## config.mk

```make
export PLATFORM = sky130hd
export DESIGN_NAME = char_lcd_nibble_writer_flat
export DESIGN_NICKNAME = d
export VERILOG_FILES = /design/src/rtl/clnw_pkg.sv /design/src/rtl/clnw_if.sv /design/src/rtl/clnw_front.sv /design/src/rtl/clnw_queue.sv /design/src/rtl/clnw_back.sv /design/src/rtl/char_lcd_nibble_writer.sv /design/src/flat_wrapper.sv
export VERILOG_INCLUDE_DIRS = /design/src /design/src/rtl
export SDC_FILE = /design/constraint.sdc
export NUM_CORES = 1
export LEC_CHECK = 0
export ABC_AREA = 0
export BUFFER_PORTS_ARGS = -buffer_cell sky130_fd_sc_hd__buf_2
export CAP_MARGIN = 0
export CORE_ASPECT_RATIO = 1.25
export CORE_MARGIN = 2
export CORE_UTILIZATION = 45
export CTS_CLUSTER_DIAMETER = 200
export CTS_CLUSTER_SIZE = 8
export DETAILED_ROUTE_END_ITERATION = 10
export GPL_ROUTABILITY_DRIVEN = 0
export PLACE_DENSITY = 0.72
export SYNTH_ARGS = -nofsm -noshare
export SYNTH_HDL_FRONTEND = slang
export SYNTH_SLANG_ARGS = --single-unit
```

## constraint.sdc

```tcl
create_clock -name clk -period 3.35 [get_ports clk]
set_input_delay 0.1675 -clock clk [delete_from_list [all_inputs] [get_ports clk]]
set_output_delay 0.1675 -clock clk [all_outputs]
set_load 0.02 [all_outputs]
```

## src/rtl/assert_macros.svh

```systemverilog
// Assertion helpers for the character LCD writer.
// Both expect clk and rst_n in scope at the point of use.
`ifndef ASSERT_MACROS_SVH
`define ASSERT_MACROS_SVH
`ifndef SYNTH
`define CLNW_ASSERT(lbl, prop, msg) \
    lbl: assert property (@(posedge clk) disable iff (!rst_n) prop) else $error(msg);
`define CLNW_NEVER(lbl, expr, msg) \
    lbl: assert property (@(posedge clk) disable iff (!rst_n) !(expr)) else $error(msg);
`else
`define CLNW_ASSERT(lbl, prop, msg)
`define CLNW_NEVER(lbl, expr, msg)
`endif
`endif

```

## src/rtl/clnw_pkg.sv

```systemverilog
`timescale 1ns / 1ps
// ----------------------------------------------------------------------------
// clnw_pkg
// Shared types, codes and init tables of the 4-bit character LCD writer.
// ----------------------------------------------------------------------------
package clnw_pkg;

    localparam int CFG_IDX_W  = 2;
    localparam int CFG_DATA_W = 16;

    localparam logic [CFG_IDX_W-1:0] REG_PULSE_TICKS    = 2'd0;
    localparam logic [CFG_IDX_W-1:0] REG_BYTE_GAP_TICKS = 2'd1;
    localparam logic [CFG_IDX_W-1:0] REG_LINE_LENGTH    = 2'd2;
    localparam logic [CFG_IDX_W-1:0] REG_WRAP_COMMAND   = 2'd3;

    localparam logic [15:0] PULSE_RESET    = 16'd25;
    localparam logic [15:0] BYTE_GAP_RESET = 16'd1000;
    localparam logic [5:0]  LINE_LEN_RESET = 6'd16;
    localparam logic [7:0]  WRAP_RESET     = 8'hC0;

    localparam logic [1:0] CMD_COMMAND = 2'd0;
    localparam logic [1:0] CMD_DATA    = 2'd1;
    localparam logic [1:0] CMD_INIT    = 2'd2;
    localparam logic [1:0] CMD_TEXT    = 2'd3;

    localparam logic JOB_BYTE = 1'b0;
    localparam logic JOB_INIT = 1'b1;

    localparam logic [5:0]  COUNT_MAX       = 6'd63;
    localparam logic [16:0] INIT_IDLE_TICKS = 17'd3200;
    localparam logic [2:0]  INIT_LAST_SEG   = 3'd6;

    // Phase codes within one byte
    localparam logic [1:0] PH_HI_HIGH = 2'd0;
    localparam logic [1:0] PH_HI_LOW  = 2'd1;
    localparam logic [1:0] PH_LO_HIGH = 2'd2;
    localparam logic [1:0] PH_LO_LOW  = 2'd3;

    localparam int QDEPTH = 4;
    localparam int QPTR_W = $clog2(QDEPTH);
    localparam int QCNT_W = $clog2(QDEPTH + 1);

    typedef struct packed {
        logic [15:0] pulse_ticks;
        logic [15:0] byte_gap_ticks;
        logic [7:0]  wrap_command;
    } clnw_cfg_t;

    typedef struct packed {
        logic       kind;
        logic [7:0] value;
        logic       rs;
        logic       wrap;
    } clnw_job_t;

    // Init segment 1..6 carries the fixed command bytes
    function automatic logic [7:0] init_byte(input logic [2:0] seg);
        logic [7:0] b;
        case (seg)
            3'd1:    b = 8'h33;
            3'd2:    b = 8'h32;
            3'd3:    b = 8'h28;
            3'd4:    b = 8'h0C;
            3'd5:    b = 8'h06;
            3'd6:    b = 8'h01;
            default: b = 8'h00;
        endcase
        return b;
    endfunction

    function automatic logic [14:0] init_extra(input logic [2:0] seg);
        logic [14:0] e;
        case (seg)
            3'd1, 3'd2, 3'd3: e = 15'd30000;
            3'd4, 3'd5:       e = 15'd800;
            3'd6:             e = 15'd10000;
            default:          e = 15'd0;
        endcase
        return e;
    endfunction

endpackage

```

## src/rtl/clnw_if.sv

```systemverilog
`timescale 1ns / 1ps
// ----------------------------------------------------------------------------
// clnw_in_if / clnw_out_if
// Valid/ready channels for request beats and pin phase beats.
// ----------------------------------------------------------------------------
interface clnw_in_if;
    logic       valid;
    logic       ready;
    logic [1:0] command;
    logic [7:0] byte_value;
    logic       text_first;

    modport source (output valid, output command, output byte_value, output text_first,
                    input ready);
    modport sink   (input valid, input command, input byte_value, input text_first,
                    output ready);
endinterface

interface clnw_out_if;
    logic        valid;
    logic        ready;
    logic [3:0]  data_nibble;
    logic        register_select;
    logic        enable_level;
    logic [16:0] hold_ticks;
    logic        last;

    modport source (output valid, output data_nibble, output register_select,
                    output enable_level, output hold_ticks, output last, input ready);
    modport sink   (input valid, input data_nibble, input register_select,
                    input enable_level, input hold_ticks, input last, output ready);
endinterface

```

## src/rtl/clnw_front.sv

```systemverilog
`timescale 1ns / 1ps
// ----------------------------------------------------------------------------
// clnw_front
// Accepts requests, keeps the config registers and the text character count,
// and turns each request into one job for the queue.
// ----------------------------------------------------------------------------
module clnw_front (
    input  logic                           clk,
    input  logic                           rst_n,
    clnw_in_if.sink                        cmd_ch,
    input  logic                           cfg_we,
    input  logic [clnw_pkg::CFG_IDX_W-1:0] cfg_index,
    input  logic [clnw_pkg::CFG_DATA_W-1:0] cfg_wdata,
    input  logic                           q_full,
    output logic                           q_push,
    output clnw_pkg::clnw_job_t            q_job,
    output clnw_pkg::clnw_cfg_t            cfg
);
    import clnw_pkg::*;

    logic [15:0] pulse_reg;
    logic [15:0] gap_reg;
    logic [5:0]  line_len_reg;
    logic [7:0]  wrap_reg;
    logic [5:0]  count_reg;
    logic [5:0]  count_next;
    logic [5:0]  count_base;
    logic [5:0]  count_inc;
    logic        count_sat;

    assign cmd_ch.ready = !q_full;
    assign q_push       = cmd_ch.valid && !q_full;

    assign cfg.pulse_ticks    = pulse_reg;
    assign cfg.byte_gap_ticks = gap_reg;
    assign cfg.wrap_command   = wrap_reg;

    always_ff @(posedge clk or negedge rst_n)
    begin
        if (!rst_n)
        begin
            pulse_reg    <= PULSE_RESET;
            gap_reg      <= BYTE_GAP_RESET;
            line_len_reg <= LINE_LEN_RESET;
            wrap_reg     <= WRAP_RESET;
        end
        else if (cfg_we)
        begin
            case (cfg_index)
                REG_PULSE_TICKS:    pulse_reg    <= cfg_wdata;
                REG_BYTE_GAP_TICKS: gap_reg      <= cfg_wdata;
                REG_LINE_LENGTH:    line_len_reg <= cfg_wdata[5:0];
                REG_WRAP_COMMAND:   wrap_reg     <= cfg_wdata[7:0];
                default:            ;
            endcase
        end
    end

    // A string start clears the count before this character
    assign count_base = cmd_ch.text_first ? 6'd0 : count_reg;
    assign count_sat  = (count_base == COUNT_MAX);
    assign count_inc  = count_base + 6'd1;

    always_comb
    begin
        q_job.kind  = JOB_BYTE;
        q_job.value = cmd_ch.byte_value;
        q_job.rs    = 1'b0;
        q_job.wrap  = 1'b0;
        count_next  = count_reg;
        case (cmd_ch.command)
            CMD_COMMAND: q_job.rs = 1'b0;
            CMD_DATA:    q_job.rs = 1'b1;
            CMD_INIT:    q_job.kind = JOB_INIT;
            CMD_TEXT:
            begin
                q_job.rs   = 1'b1;
                q_job.wrap = !count_sat && (count_inc == line_len_reg);
                count_next = count_sat ? count_base : count_inc;
            end
            default:     q_job.kind = JOB_BYTE;
        endcase
    end

    always_ff @(posedge clk or negedge rst_n)
    begin
        if (!rst_n)
            count_reg <= 6'd0;
        else if (q_push)
            count_reg <= count_next;
    end

endmodule

```

## src/rtl/clnw_queue.sv

```systemverilog
`timescale 1ns / 1ps
// ----------------------------------------------------------------------------
// clnw_queue
// Short job FIFO between the request front and the phase sequencer.
// ----------------------------------------------------------------------------
`include "assert_macros.svh"

module clnw_queue (
    input  logic                clk,
    input  logic                rst_n,
    input  logic                push,
    input  clnw_pkg::clnw_job_t push_job,
    input  logic                pop,
    output logic                full,
    output logic                not_empty,
    output clnw_pkg::clnw_job_t head
);
    import clnw_pkg::*;

    clnw_job_t           slot_reg [QDEPTH];
    logic [QPTR_W-1:0]   wr_ptr_reg;
    logic [QPTR_W-1:0]   rd_ptr_reg;
    logic [QCNT_W-1:0]   count_reg;

    assign full      = (count_reg == QCNT_W'(QDEPTH));
    assign not_empty = (count_reg != '0);
    assign head      = slot_reg[rd_ptr_reg];

    always_ff @(posedge clk)
    begin
        if (push)
            slot_reg[wr_ptr_reg] <= push_job;
    end

    always_ff @(posedge clk or negedge rst_n)
    begin
        if (!rst_n)
        begin
            wr_ptr_reg <= '0;
            rd_ptr_reg <= '0;
            count_reg  <= '0;
        end
        else
        begin
            if (push)
                wr_ptr_reg <= wr_ptr_reg + 1'b1;
            if (pop)
                rd_ptr_reg <= rd_ptr_reg + 1'b1;
            if (push && !pop)
                count_reg <= count_reg + 1'b1;
            else if (pop && !push)
                count_reg <= count_reg - 1'b1;
        end
    end

    `CLNW_NEVER(a_q_overfill, count_reg > QCNT_W'(QDEPTH), "job queue count above depth")
    `CLNW_NEVER(a_q_pop_empty, pop && !not_empty, "job popped from empty queue")
    `CLNW_ASSERT(a_q_grow, (push && !pop) |=> count_reg == $past(count_reg) + 1'b1, "count stuck")
endmodule

```

## src/rtl/clnw_back.sv

```systemverilog
`timescale 1ns / 1ps
// ----------------------------------------------------------------------------
// clnw_back
// Phase sequencer: expands the head job into pin phases, one per cycle while
// pin_ch is not stalled, into a registered output stage.
// ----------------------------------------------------------------------------
module clnw_back (
    input  logic                clk,
    input  logic                rst_n,
    input  logic                job_valid,
    input  clnw_pkg::clnw_job_t job,
    input  clnw_pkg::clnw_cfg_t cfg,
    output logic                job_pop,
    clnw_out_if.source          pin_ch
);
    import clnw_pkg::*;

    logic [1:0]  phase_reg;
    logic [2:0]  seg_reg;
    logic        out_valid_reg;
    logic [3:0]  nib_reg;
    logic        rs_reg;
    logic        en_reg;
    logic [16:0] hold_reg;
    logic        last_reg;

    logic        is_init;
    logic        idle_seg;
    logic [7:0]  cur_byte;
    logic [14:0] extra;
    logic        cur_rs;
    logic [3:0]  nib;
    logic        en;
    logic [16:0] hold;
    logic        seg_end;
    logic        is_last;
    logic        load;

    always_comb
    begin
        is_init  = (job.kind == JOB_INIT);
        idle_seg = is_init && (seg_reg == 3'd0);
        extra    = 15'd0;
        if (is_init)
        begin
            cur_byte = init_byte(seg_reg);
            extra    = init_extra(seg_reg);
            cur_rs   = 1'b0;
        end
        else if (seg_reg == 3'd0)
        begin
            cur_byte = job.value;
            cur_rs   = job.rs;
        end
        else
        begin
            cur_byte = cfg.wrap_command;
            cur_rs   = 1'b0;
        end

        nib = phase_reg[1] ? cur_byte[3:0] : cur_byte[7:4];
        en  = !phase_reg[0];
        case (phase_reg)
            PH_HI_HIGH, PH_LO_HIGH: hold = {1'b0, cfg.pulse_ticks};
            PH_HI_LOW:              hold = 17'd0;
            PH_LO_LOW:              hold = {1'b0, cfg.byte_gap_ticks} + {2'b00, extra};
            default:                hold = 17'd0;
        endcase
        if (idle_seg)
        begin
            nib  = 4'd0;
            en   = 1'b0;
            hold = INIT_IDLE_TICKS;
        end

        seg_end = idle_seg || (phase_reg == PH_LO_LOW);
        if (is_init)
            is_last = (seg_reg == INIT_LAST_SEG) && (phase_reg == PH_LO_LOW);
        else
            is_last = (phase_reg == PH_LO_LOW) && ((seg_reg != 3'd0) || !job.wrap);
    end

    assign load    = job_valid && (!out_valid_reg || pin_ch.ready);
    assign job_pop = load && is_last;

    // Advance through the phases of the head job
    always_ff @(posedge clk or negedge rst_n)
    begin
        if (!rst_n)
        begin
            phase_reg     <= PH_HI_HIGH;
            seg_reg       <= 3'd0;
            out_valid_reg <= 1'b0;
        end
        else
        begin
            if (load)
            begin
                out_valid_reg <= 1'b1;
                if (is_last)
                begin
                    phase_reg <= PH_HI_HIGH;
                    seg_reg   <= 3'd0;
                end
                else if (seg_end)
                begin
                    phase_reg <= PH_HI_HIGH;
                    seg_reg   <= seg_reg + 3'd1;
                end
                else
                    phase_reg <= phase_reg + 2'd1;
            end
            else if (pin_ch.ready)
                out_valid_reg <= 1'b0;
        end
    end

    always_ff @(posedge clk)
    begin
        if (load)
        begin
            nib_reg  <= nib;
            rs_reg   <= cur_rs;
            en_reg   <= en;
            hold_reg <= hold;
            last_reg <= is_last;
        end
    end

    assign pin_ch.valid           = out_valid_reg;
    assign pin_ch.data_nibble     = nib_reg;
    assign pin_ch.register_select = rs_reg;
    assign pin_ch.enable_level    = en_reg;
    assign pin_ch.hold_ticks      = hold_reg;
    assign pin_ch.last            = last_reg;

endmodule

```

## src/rtl/char_lcd_nibble_writer.sv

```systemverilog
`timescale 1ns / 1ps
// ----------------------------------------------------------------------------
// char_lcd_nibble_writer
// 4-bit character LCD writer: requests in, pin phases (nibble, RS, EN, hold)
// out.
// ----------------------------------------------------------------------------
// Channel   Dir  Beat
// cmd_ch    in   command, byte_value, text_first
// pin_ch    out  data_nibble, register_select, enable_level, hold_ticks, last
// cfg_*     in   write enable, register index, 16-bit data
//
// One phase leaves per cycle from the sequencer unless pin_ch is stalled:
// a command or data byte is 4 phases, a text character 4 or 8 with the
// line wrap, init 25. Requests enter a 4-deep job queue, so the front takes
// new beats while the sequencer works and while pin_ch is stalled, until four
// jobs wait. Reset restores register defaults and clears the character count.
// ----------------------------------------------------------------------------
module char_lcd_nibble_writer (
    input  logic                            clk,
    input  logic                            rst_n,
    clnw_in_if.sink                         cmd_ch,
    clnw_out_if.source                      pin_ch,
    input  logic                            cfg_we,
    input  logic [clnw_pkg::CFG_IDX_W-1:0]  cfg_index,
    input  logic [clnw_pkg::CFG_DATA_W-1:0] cfg_wdata
);
    import clnw_pkg::*;

    logic      q_full;
    logic      q_push;
    logic      q_pop;
    logic      q_not_empty;
    clnw_job_t push_job;
    clnw_job_t head_job;
    clnw_cfg_t cfg;

    clnw_front u_front (
        .clk       (clk),
        .rst_n     (rst_n),
        .cmd_ch    (cmd_ch),
        .cfg_we    (cfg_we),
        .cfg_index (cfg_index),
        .cfg_wdata (cfg_wdata),
        .q_full    (q_full),
        .q_push    (q_push),
        .q_job     (push_job),
        .cfg       (cfg)
    );

    clnw_queue u_queue (
        .clk       (clk),
        .rst_n     (rst_n),
        .push      (q_push),
        .push_job  (push_job),
        .pop       (q_pop),
        .full      (q_full),
        .not_empty (q_not_empty),
        .head      (head_job)
    );

    clnw_back u_back (
        .clk       (clk),
        .rst_n     (rst_n),
        .job_valid (q_not_empty),
        .job       (head_job),
        .cfg       (cfg),
        .job_pop   (q_pop),
        .pin_ch    (pin_ch)
    );

endmodule
```

## src/flat_wrapper.sv

```systemverilog
// flat-port wrapper written by rule: the top's interface ports become plain ports
module char_lcd_nibble_writer_flat import clnw_pkg::*;
  (clk, rst_n, cfg_we, cfg_index, cfg_wdata, cmd_ch_valid, cmd_ch_command, cmd_ch_byte_value, cmd_ch_text_first, cmd_ch_ready, pin_ch_valid, pin_ch_data_nibble, pin_ch_register_select, pin_ch_enable_level, pin_ch_hold_ticks, pin_ch_last, pin_ch_ready);
  clnw_in_if cmd_ch_i ();
  clnw_out_if pin_ch_i ();
  input  logic clk;
  input  logic rst_n;
  input  logic cfg_we;
  input  logic [clnw_pkg::CFG_IDX_W-1:0] cfg_index;
  input  logic [clnw_pkg::CFG_DATA_W-1:0] cfg_wdata;
  input wire logic [$bits(cmd_ch_i.valid)-1:0] cmd_ch_valid;
  input wire logic [$bits(cmd_ch_i.command)-1:0] cmd_ch_command;
  input wire logic [$bits(cmd_ch_i.byte_value)-1:0] cmd_ch_byte_value;
  input wire logic [$bits(cmd_ch_i.text_first)-1:0] cmd_ch_text_first;
  output wire logic [$bits(cmd_ch_i.ready)-1:0] cmd_ch_ready;
  output wire logic [$bits(pin_ch_i.valid)-1:0] pin_ch_valid;
  output wire logic [$bits(pin_ch_i.data_nibble)-1:0] pin_ch_data_nibble;
  output wire logic [$bits(pin_ch_i.register_select)-1:0] pin_ch_register_select;
  output wire logic [$bits(pin_ch_i.enable_level)-1:0] pin_ch_enable_level;
  output wire logic [$bits(pin_ch_i.hold_ticks)-1:0] pin_ch_hold_ticks;
  output wire logic [$bits(pin_ch_i.last)-1:0] pin_ch_last;
  input wire logic [$bits(pin_ch_i.ready)-1:0] pin_ch_ready;
  assign cmd_ch_i.valid = cmd_ch_valid;
  assign cmd_ch_i.command = cmd_ch_command;
  assign cmd_ch_i.byte_value = cmd_ch_byte_value;
  assign cmd_ch_i.text_first = cmd_ch_text_first;
  assign cmd_ch_ready = cmd_ch_i.ready;
  assign pin_ch_valid = pin_ch_i.valid;
  assign pin_ch_data_nibble = pin_ch_i.data_nibble;
  assign pin_ch_register_select = pin_ch_i.register_select;
  assign pin_ch_enable_level = pin_ch_i.enable_level;
  assign pin_ch_hold_ticks = pin_ch_i.hold_ticks;
  assign pin_ch_last = pin_ch_i.last;
  assign pin_ch_i.ready = pin_ch_ready;
  char_lcd_nibble_writer u_core (.clk(clk), .rst_n(rst_n), .cmd_ch(cmd_ch_i), .pin_ch(pin_ch_i), .cfg_we(cfg_we), .cfg_index(cfg_index), .cfg_wdata(cfg_wdata));
endmodule
```

==> flow_metrics.tcl, run 1 <==
set metrics [dict create \
    num_io_pins 60 \
    path_max_fanout 7 \
    die_area_sq_um 15100 \
    core_sq_um 13800 \
    rsz0062_at_grt "false" \
    worstPathRequired_ps 3590 \
    clockRootBuffer "clkbuf_16" \
    report.final.slew_viol_count 0 \
    clock-sinks 133 \
    die_w_microns 110 \
    portBuffers 59 \
    p_per_area_nw_per_um2 912 \
    drtAntennaViolNets 0 \
    clk_pin_slew_ps 60 \
    start_util_pct 46.0 \
    min-delay-path-class "in -> async" \
    stdcell_area_sq_um 7580 \
    worst_setup_path_start_kind "flip-flop" \
    synthToLayoutAreaGrowth_pct 19.3 \
    worstSetupPathType "reg -> reg" \
    grt.total_usage_pct 19.0 \
    mostFrequentLayoutCells "68 x edfxtp_1, 59 x buf_2, 52 x dfrtp_1, 48 x mux2_2, 30 x nor2_1" \
    largest_register_ffs 44 \
    max_slew_margin_pct 23.0 \
    timing.final.crit_share_pct 92.9 \
    synth_warnings 0 \
    slowest_delay_ps 420 \
    wl_mm 13.5 \
    fin_crit_ps 3110 \
    rows 48 \
    vdd_drop_max_mv 0.516 \
    critPathSlowestCell "dfrtp_2" \
    ys_seq_elements 133 \
    drive_gt1_share_pct 31.8 \
    synth_edf_count 68 \
    grt_pass1_vias 4379 \
    tightest_slew_ps 1150 \
    violations "negative hold slack" \
    wire_per_inst_microns 18.0 \
    hold_violations 11 \
    hold_slack_ps -10.8 \
    first_iter_violations 213 \
    h-tree-depth 4 \
    path_cells "inv_1 -> ha_1 -> o21ba_2 -> o21ai_0 -> inv_1 -> or2_2 -> ha_1 -> a41oi_2 -> o21ai_1 -> nand2_1 -> xor2_1 -> a211oi_1" \
    grt_max_degree 50 \
    drc_errors 0 \
    yosys.area_share.xor_xnor_pct 2.72 \
    placed_cell_area_sq_um 6850 \
    fin_nets 617 \
    final_common_cell "edfxtp_1" \
    grt-ovfl-total 0 \
    dp_hpwl_mm 9.36 \
    drtPass1Iterations 5 \
    cp-end-kind "flip-flop" \
    synth_adder_area_share_pct 4.77 \
    cts_tree "yes" \
    avgSynthCellArea_sq_um 13.3 \
    clockBufferDepth 2 \
    grt_pass1_wl_mm 21.4 \
    leakage_nw 3.08 \
    syn-num-nets 535 \
    fin_setup_tns_ps 0 \
    antenna_found_initial 0 \
    postSynthCellCount 478 \
    synth_compound_area_share_pct 10.2 \
    final_util_pct 54.9 \
    vias_per_cell 5.63 \
    muxShareOfSynthArea_pct 13.6 \
    synth_top_family_by_area "multiplexers" \
    die_h_microns 137 \
    synth-simple-area-share_pct 8.07 \
    setup_viol 0 \
    num_antenna_cells 0 \
    status "finished with violations" \
    critical_path_arrival_ps 3350 \
    fin_skew_ps 7.10 \
    cts_made_buffers 17 \
    ys_seq_area_share_pct 58.0 \
    fmax_mhz 321 \
    max_cap_violations 0 \
    syn-cell-area_sq_um 6350 \
    clock_latency_ps 420 \
    synth-main-ff-cell "edfxtp_1" \
    vias 4214 \
    async_flop_share_pct 48.9 \
    synth.distinct_cells 66 \
]
[worst paths after layout]
kind / cells after the start / endpoint / slack [ps] / start
max: 12 / u_core.u_back.pin_ch.hold_ticks[12] / 240 / u_core.u_back.seg_reg[0]
min: 1 / u_core.u_front.pulse_reg[5] / -10 / rst_n
max reg2reg: 12 / u_core.u_back.pin_ch.hold_ticks[12] / 240 / u_core.u_back.seg_reg[0]
min reg2reg: 2 / u_core.u_back.pin_ch.valid / 500 / u_core.u_back.pin_ch.valid
max in group asynchronous: 2 / u_core.u_front.pulse_reg[4] / 2430 / rst_n
min in group clk: 2 / u_core.u_front.pulse_reg[14] / 20 / cfg_wdata[14]
[logic make-up (layout without fill, tap and decap cells)]
group / Yosys count / in the layout
AND/OR/NAND/NOR: 102 / 102
flip-flops: 133 / 133
buffers and inverters: 41 / 136
AO/OA/AOI/OAI: 95 / 95
adder cells (fa/ha/maj): 23 / 23
XOR/XNOR: 18 / 18
multiplexers: 66 / 66
[cell type report]
class / instances / area (sq um)
fill: 1140 / 6230
sequential: 133 / 3680
multi-input combinational: 304 / 2500
timing repair buffer: 83 / 510
clock buffer: 17 / 425
tap: 175 / 219
clock inverter: 15 / 159
inverter: 21 / 78.8
[through the flow]
stage                     hold slack (ps)  total power [mW]  setup WS [ps]  cells
after floorplan                      -128              4.37            309    478
after global placement                379              4.96            272    702
after detailed placement              390              5.06            120    702
after CTS                           0.461              6.94           89.7    748
after global routing                 8.06              7.32           42.9    748
final                               -10.8              6.91            239    748
[report_power, final]
part	leakage (nW)	total (mW)	switching [mW]	internal, mW
combinational	1.40	2.54	1.48	1.06
sequential	1.40	2.55	0.259	2.29
clock	0.280	1.83	0.771	1.06
total	3.08	6.91	2.51	4.40
[metal layers]
layer  global-route usage (%)  vias to the layer above  routed length (microns)
met5                        0                        -                        0
met3                     3.67                       29                      489
met4                     9.58                        0                      397
met1                     21.5                     2108                     5440
li1                         -                     1965                        -
met2                     33.8                      112                     7140
[timing repair]
item / in CTS / in global routing
endpoints found under the hold margin: 41 / 0
hold buffers: 14 / 0
setup buffers: 0 / 0
resized for setup: 0 / 4
endpoints found under the setup margin: 0 / 4
[critical path, delay by kind of cell (launching register included)]
| family | cells | cell delay [ps] |
|---|---|---|
| flip-flops | 1 | 420 |
| AO/OA/AOI/OAI | 5 | 1130 |
| buffers and inverters | 2 | 210 |
| adder cells (fa/ha/maj) | 2 | 620 |
| AND/OR/NAND/NOR | 2 | 420 |
| XOR/XNOR | 1 | 150 |
[cell usage after synthesis (11+ instances only)]
library cell,number,area [sq um]
inv_1,20,75.1
o21ai_0,24,120
nor2_1,30,113
clkbuf_1,12,45.0
ha_1,21,263
a21oi_1,19,95.1
dfrtp_1,53,1330
nand2_1,21,78.8
dfstp_2,12,315
mux2_2,48,541
nand3_1,11,55.1
edfxtp_1,68,2040
Note: power is estimated with default switching activity, not from simulation.
==> run 2: changes to the inputs <==
- HOLD_SLACK_MARGIN: not set -> 0.1
==> flow_metrics.tcl, run 2 (same netlist as run 1, synthesis figures left out) <==
set metrics [dict create \
    grt.total_usage_pct 19.3 \
    start_util_pct 46.0 \
    core_sq_um 13800 \
    path_cells "inv_1 -> ha_1 -> o21ba_2 -> o21ai_0 -> inv_1 -> or2_2 -> ha_1 -> a41oi_2 -> o21ai_1 -> nand2_1 -> xor2_1 -> a211oi_1" \
    wire_per_inst_microns 17.9 \
    wl_mm 13.6 \
    hold_violations 0 \
    drtAntennaViolNets 0 \
    die_h_microns 137 \
    status "finished clean" \
    antenna_found_initial 0 \
    holdPathEnd "u_core.u_front.count_reg[5]" \
    regArea_sq_um 3680 \
    drtPass1Iterations 4 \
    slowest_delay_ps 420 \
    clk_pin_slew_ps 60 \
    mostFrequentLayoutCells "68 x edfxtp_1, 59 x buf_2, 52 x dfrtp_1, 48 x mux2_2, 30 x nor2_1" \
    fmax_mhz 323 \
    h-tree-depth 4 \
    fill_cells 1129 \
    num_io_pins 60 \
    clockBufferDepth 2 \
    min-delay-path-class "in -> reg" \
    hp-start "cmd_ch_text_first" \
    die_area_sq_um 15100 \
    synthToLayoutAreaGrowth_pct 21.4 \
    rows 48 \
    setup_viol 0 \
    tightest_slew_ps 1160 \
    grt_pass1_wl_mm 21.7 \
    report.final.slew_viol_count 0 \
    vdd_drop_max_mv 0.518 \
    r2r-end "u_core.u_back.pin_ch.hold_ticks[12]" \
    path_max_fanout 7 \
    dp_hpwl_mm 9.36 \
    r2r_cells 12 \
    worstPathRequired_ps 3590 \
    fin_skew_ps 7.69 \
    fin_nets 630 \
    largest_register_ffs 44 \
    multiInputGateArea_sq_um 2500 \
    rr_startpoint "u_core.u_back.seg_reg[0]" \
    clockRootBuffer "clkbuf_16" \
    cts_tree "yes" \
    rsz0062_at_grt "false" \
    grt_pass1_vias 4485 \
    first_iter_violations 218 \
    leakage_nw 3.14 \
    clock-sinks 133 \
    grt_max_degree 50 \
    fin_setup_tns_ps 0 \
    num_antenna_cells 0 \
    cp-end-kind "flip-flop" \
    drc_errors 0 \
    vias 4256 \
    r2r_slack_ps 250 \
    worstSetupPathType "reg -> reg" \
    critPathSlowestCell "dfrtp_2" \
    die_w_microns 110 \
    fin_crit_ps 3100 \
    cts_made_buffers 17 \
    portBuffers 59 \
    critical_path_arrival_ps 3340 \
    vias_per_cell 5.59 \
    drive_gt1_share_pct 31.1 \
    timing.final.crit_share_pct 92.5 \
    clock_latency_ps 420 \
    worst_setup_path_start_kind "flip-flop" \
    worstHoldPathCells 2 \
    p_per_area_nw_per_um2 898 \
    final_common_cell "edfxtp_1" \
    max_slew_margin_pct 22.6 \
    p_total_mw 6.92 \
    max_cap_violations 0 \
    grt-ovfl-total 0 \
]
## run 2: cell types whose count changed in the layout (fill, tap and decap cells not counted), sizes merged
| cell | delta |
|---|---|
| dlygate4sd3 | +13 |
## run 2: per-stage QoR
step                std cells  hold slack [ps]  cell area, sq um  setup slack, ps  util (%)
floorplan                 478             -128              6350              309         -
global placement          702              379              6850              272      49.6
global route              761              205              7710             52.3      55.8
detailed placement        702              390              6850              120      49.6
CTS                       761              158              7700             89.7      55.8
finish                    761              168              7710              252      55.8
## run 2: timing repair
item,4_1_cts,5_1_grt
hold buffers,27,0
buffers inserted,0,0
endpoints found under the hold margin,120,0
resized for setup,0,4
setup endpoints to repair,0,4
## run 2: critical path, delay by kind of cell, from the launching register on
| family | cells | cell delay [ps] |
|---|---|---|
| AOI/OAI and AO/OA | 5 | 1130 |
| adders and majority gates | 2 | 620 |
| DFF | 1 | 420 |
| and+or+nand+nor | 2 | 410 |
| buffers and inverters | 2 | 200 |
| xor gates and xnor gates | 1 | 150 |
## run 2: worst max-delay path by stage
| stage | startpoint | end | slack, ps |
|---|---|---|---|
| global route | u_core.u_back.seg_reg[0] | u_core.u_back.pin_ch.hold_ticks[12] | 50 |
| finish | u_core.u_back.seg_reg[0] | u_core.u_back.pin_ch.hold_ticks[12] | 250 |
| CTS | u_core.u_back.seg_reg[0] | u_core.u_back.pin_ch.hold_ticks[12] | 90 |
| global placement | u_core.u_back.seg_reg[0] | u_core.u_back.pin_ch.hold_ticks[12] | 270 |
| floorplan | u_core.u_queue.rd_ptr_reg[0] | u_core.u_back.pin_ch.hold_ticks[12] | 310 |
| detailed placement | u_core.u_back.seg_reg[0] | u_core.u_back.pin_ch.hold_ticks[12] | 120 |
## run 2: layout make-up
cell class                      count  area share, %
Clock buffer                       17           5.52
Clock inverter                     15           2.06
Inverter                           21           1.02
Multi-Input combinational cell    304           32.5
Sequential cell                   133           47.8
Tap cell                          175           2.84
Timing Repair Buffer               96           8.31
## run 2: routing by layer
layer / vias to the layer above / track usage [%] / share of wire, %
met5: - / 0 / 0
met4: 0 / 9.72 / 3.0
met3: 29 / 3.76 / 3.9
met2: 108 / 34.6 / 53
met1: 2130 / 21.5 / 40
li1: 1989 / - / -
## run 2: power breakdown
group / switching, mW / total, mW / leakage [nW] / internal (mW)
combinational: 1.48 / 2.55 / 1.46 / 1.07
sequential: 0.259 / 2.55 / 1.40 / 2.29
clock: 0.775 / 1.83 / 0.280 / 1.06
total: 2.51 / 6.92 / 3.14 / 4.41
==> run 3: changes to the inputs <==
- GPL_ROUTABILITY_DRIVEN: 0 -> not set
- MAX_ROUTING_LAYER: not set -> met4
- PLACE_DENSITY: 0.72 -> 0.67
==> flow_metrics.tcl, run 3 (same netlist as run 1, synthesis figures left out) <==
set metrics [dict create \
    hold_violations 0 \
    rsz0062_at_grt "false" \
    max_cap_violations 0 \
    regArea_sq_um 3680 \
    cts_post_setup_buffers_inserted 0 \
    vias 4204 \
    report.final.slew_viol_count 0 \
    core_sq_um 13800 \
    die_w_microns 110 \
    critPathSlowestCell "dfrtp_2" \
    dp_hpwl_mm 9.41 \
    fin_nets 631 \
    vdd_drop_max_mv 0.532 \
    portBuffers 59 \
    largest_register_ffs 44 \
    cp-end-kind "flip-flop" \
    tightest_slew_ps 952 \
    fin_setup_tns_ps 0 \
    fin_skew_ps 6.76 \
    cts_made_buffers 17 \
    drtPass1Iterations 4 \
    die_area_sq_um 15100 \
    num_antenna_cells 0 \
    slowest_delay_ps 420 \
    clock_latency_ps 420 \
    fin_crit_ps 3120 \
    die_h_microns 137 \
    path_cells "inv_1 -> ha_1 -> o21ba_2 -> o21ai_0 -> inv_1 -> or2_2 -> ha_1 -> a41oi_1 -> o21ai_1 -> nor3b_1 -> o21ai_0 -> a21oi_1" \
    path_max_fanout 7 \
    grt_pass1_wl_mm 21.5 \
    max_slew_margin_pct 36.4 \
    p_per_area_nw_per_um2 897 \
    fmax_mhz 320 \
    worst_setup_path_start_kind "flip-flop" \
    wire_per_inst_microns 17.7 \
    synthToLayoutAreaGrowth_pct 21.5 \
    finalNonFillerCells 762 \
    fill_cells 1122 \
    rows 48 \
    h-tree-depth 4 \
    start_util_pct 46.0 \
    min-delay-path-class "in -> reg" \
    grt_max_degree 38 \
    grt.total_usage_pct 20.0 \
    drc_errors 0 \
    drive_gt1_share_pct 30.5 \
    clk_pin_slew_ps 60 \
    critPathTopFamily "compound AO/OA/AOI/OAI gates" \
    antenna_found_initial 0 \
    drtAntennaViolNets 0 \
    cts_tree "yes" \
    worstPathRequired_ps 3470 \
    wl_mm 13.5 \
    place_inst 703 \
    timing.final.crit_share_pct 93.3 \
    clock-sinks 133 \
    clockRootBuffer "clkbuf_16" \
    critical_path_arrival_ps 3250 \
    clockBufferDepth 2 \
    worstSetupPathType "reg -> reg" \
    status "finished clean" \
    vias_per_cell 5.52 \
    leakage_nw 3.14 \
    num_io_pins 60 \
    multiInputGateArea_sq_um 2500 \
    grt_pass1_vias 4271 \
    path_buf_inv 2 \
    grt-ovfl-total 0 \
    place_congestion 0.923 \
    setup_viol 0 \
    mostFrequentLayoutCells "68 x edfxtp_1, 59 x buf_2, 52 x dfrtp_1, 48 x mux2_2, 30 x nor2_1" \
    final_common_cell "edfxtp_1" \
    first_iter_violations 181 \
]
-- run 3: final timing paths --
path | start | endpoint | slack (ps) | depth (start not counted)
worst max-delay path | u_core.u_back.seg_reg[0] | u_core.u_back.pin_ch.hold_ticks[14] | 230 | 12
worst min-delay path | cmd_ch_text_first | u_core.u_front.count_reg[5] | 140 | 2
worst max register to register | u_core.u_back.seg_reg[0] | u_core.u_back.pin_ch.hold_ticks[14] | 230 | 12
worst min register to register | u_core.u_back.pin_ch.valid | u_core.u_back.pin_ch.valid | 510 | 2
max in group asynchronous | rst_n | u_core.u_back.seg_reg[0] | 2410 | 3
min in group asynchronous | rst_n | u_core.u_queue.count_reg[2] | 150 | 2
-- run 3: repair_timing --
item                                   in CTS  in global routing
hold buffers                               27                  0
setup endpoints to repair                   0                  2
endpoints found under the hold margin     136                  0
gates resized for setup                     0                  2
-- run 3: metrics by stage --
stage	worst slack (ps)	power, mW	utilization (%)	cell area [sq um]	hold WS [ps]
after floorplan	309	4.37	-	6350	-128
after global placement	243	5.00	49.6	6860	49.7
after detailed placement	130	5.08	49.6	6860	57.7
after CTS	103	6.97	55.9	7720	130
after global routing	35.4	7.35	55.9	7720	180
final	225	6.92	55.9	7720	144
-- run 3: routing by layer --
metal | wire length (microns) | part of all wire (%) | up-vias | global-route usage, %
met5 | 0 | 0 | - | -
met2 | 7020 | 52 | 106 | 33.5
met1 | 5410 | 40 | 2085 | 21.8
met4 | 506 | 3.7 | 0 | 10.6
li1 | - | - | 1982 | -
met3 | 558 | 4.1 | 31 | 4.90
-- run 3: layout make-up --
class	instances	share of cell area, %
clock inverter	13	2.04
clock buffer	19	5.61
tap	175	2.84
multi-input combinational	304	32.3
timing repair buffer	97	8.40
inverter	21	1.02
sequential	133	47.7
-- run 3: power by group --
group / total, mW / switching, mW / internal [mW] / leakage [nW]
sequential: 2.54 / 0.255 / 2.29 / 1.40
clock: 1.85 / 0.681 / 1.17 / 0.281
combinational: 2.53 / 1.47 / 1.06 / 1.46
total: 6.92 / 2.41 / 4.51 / 3.14
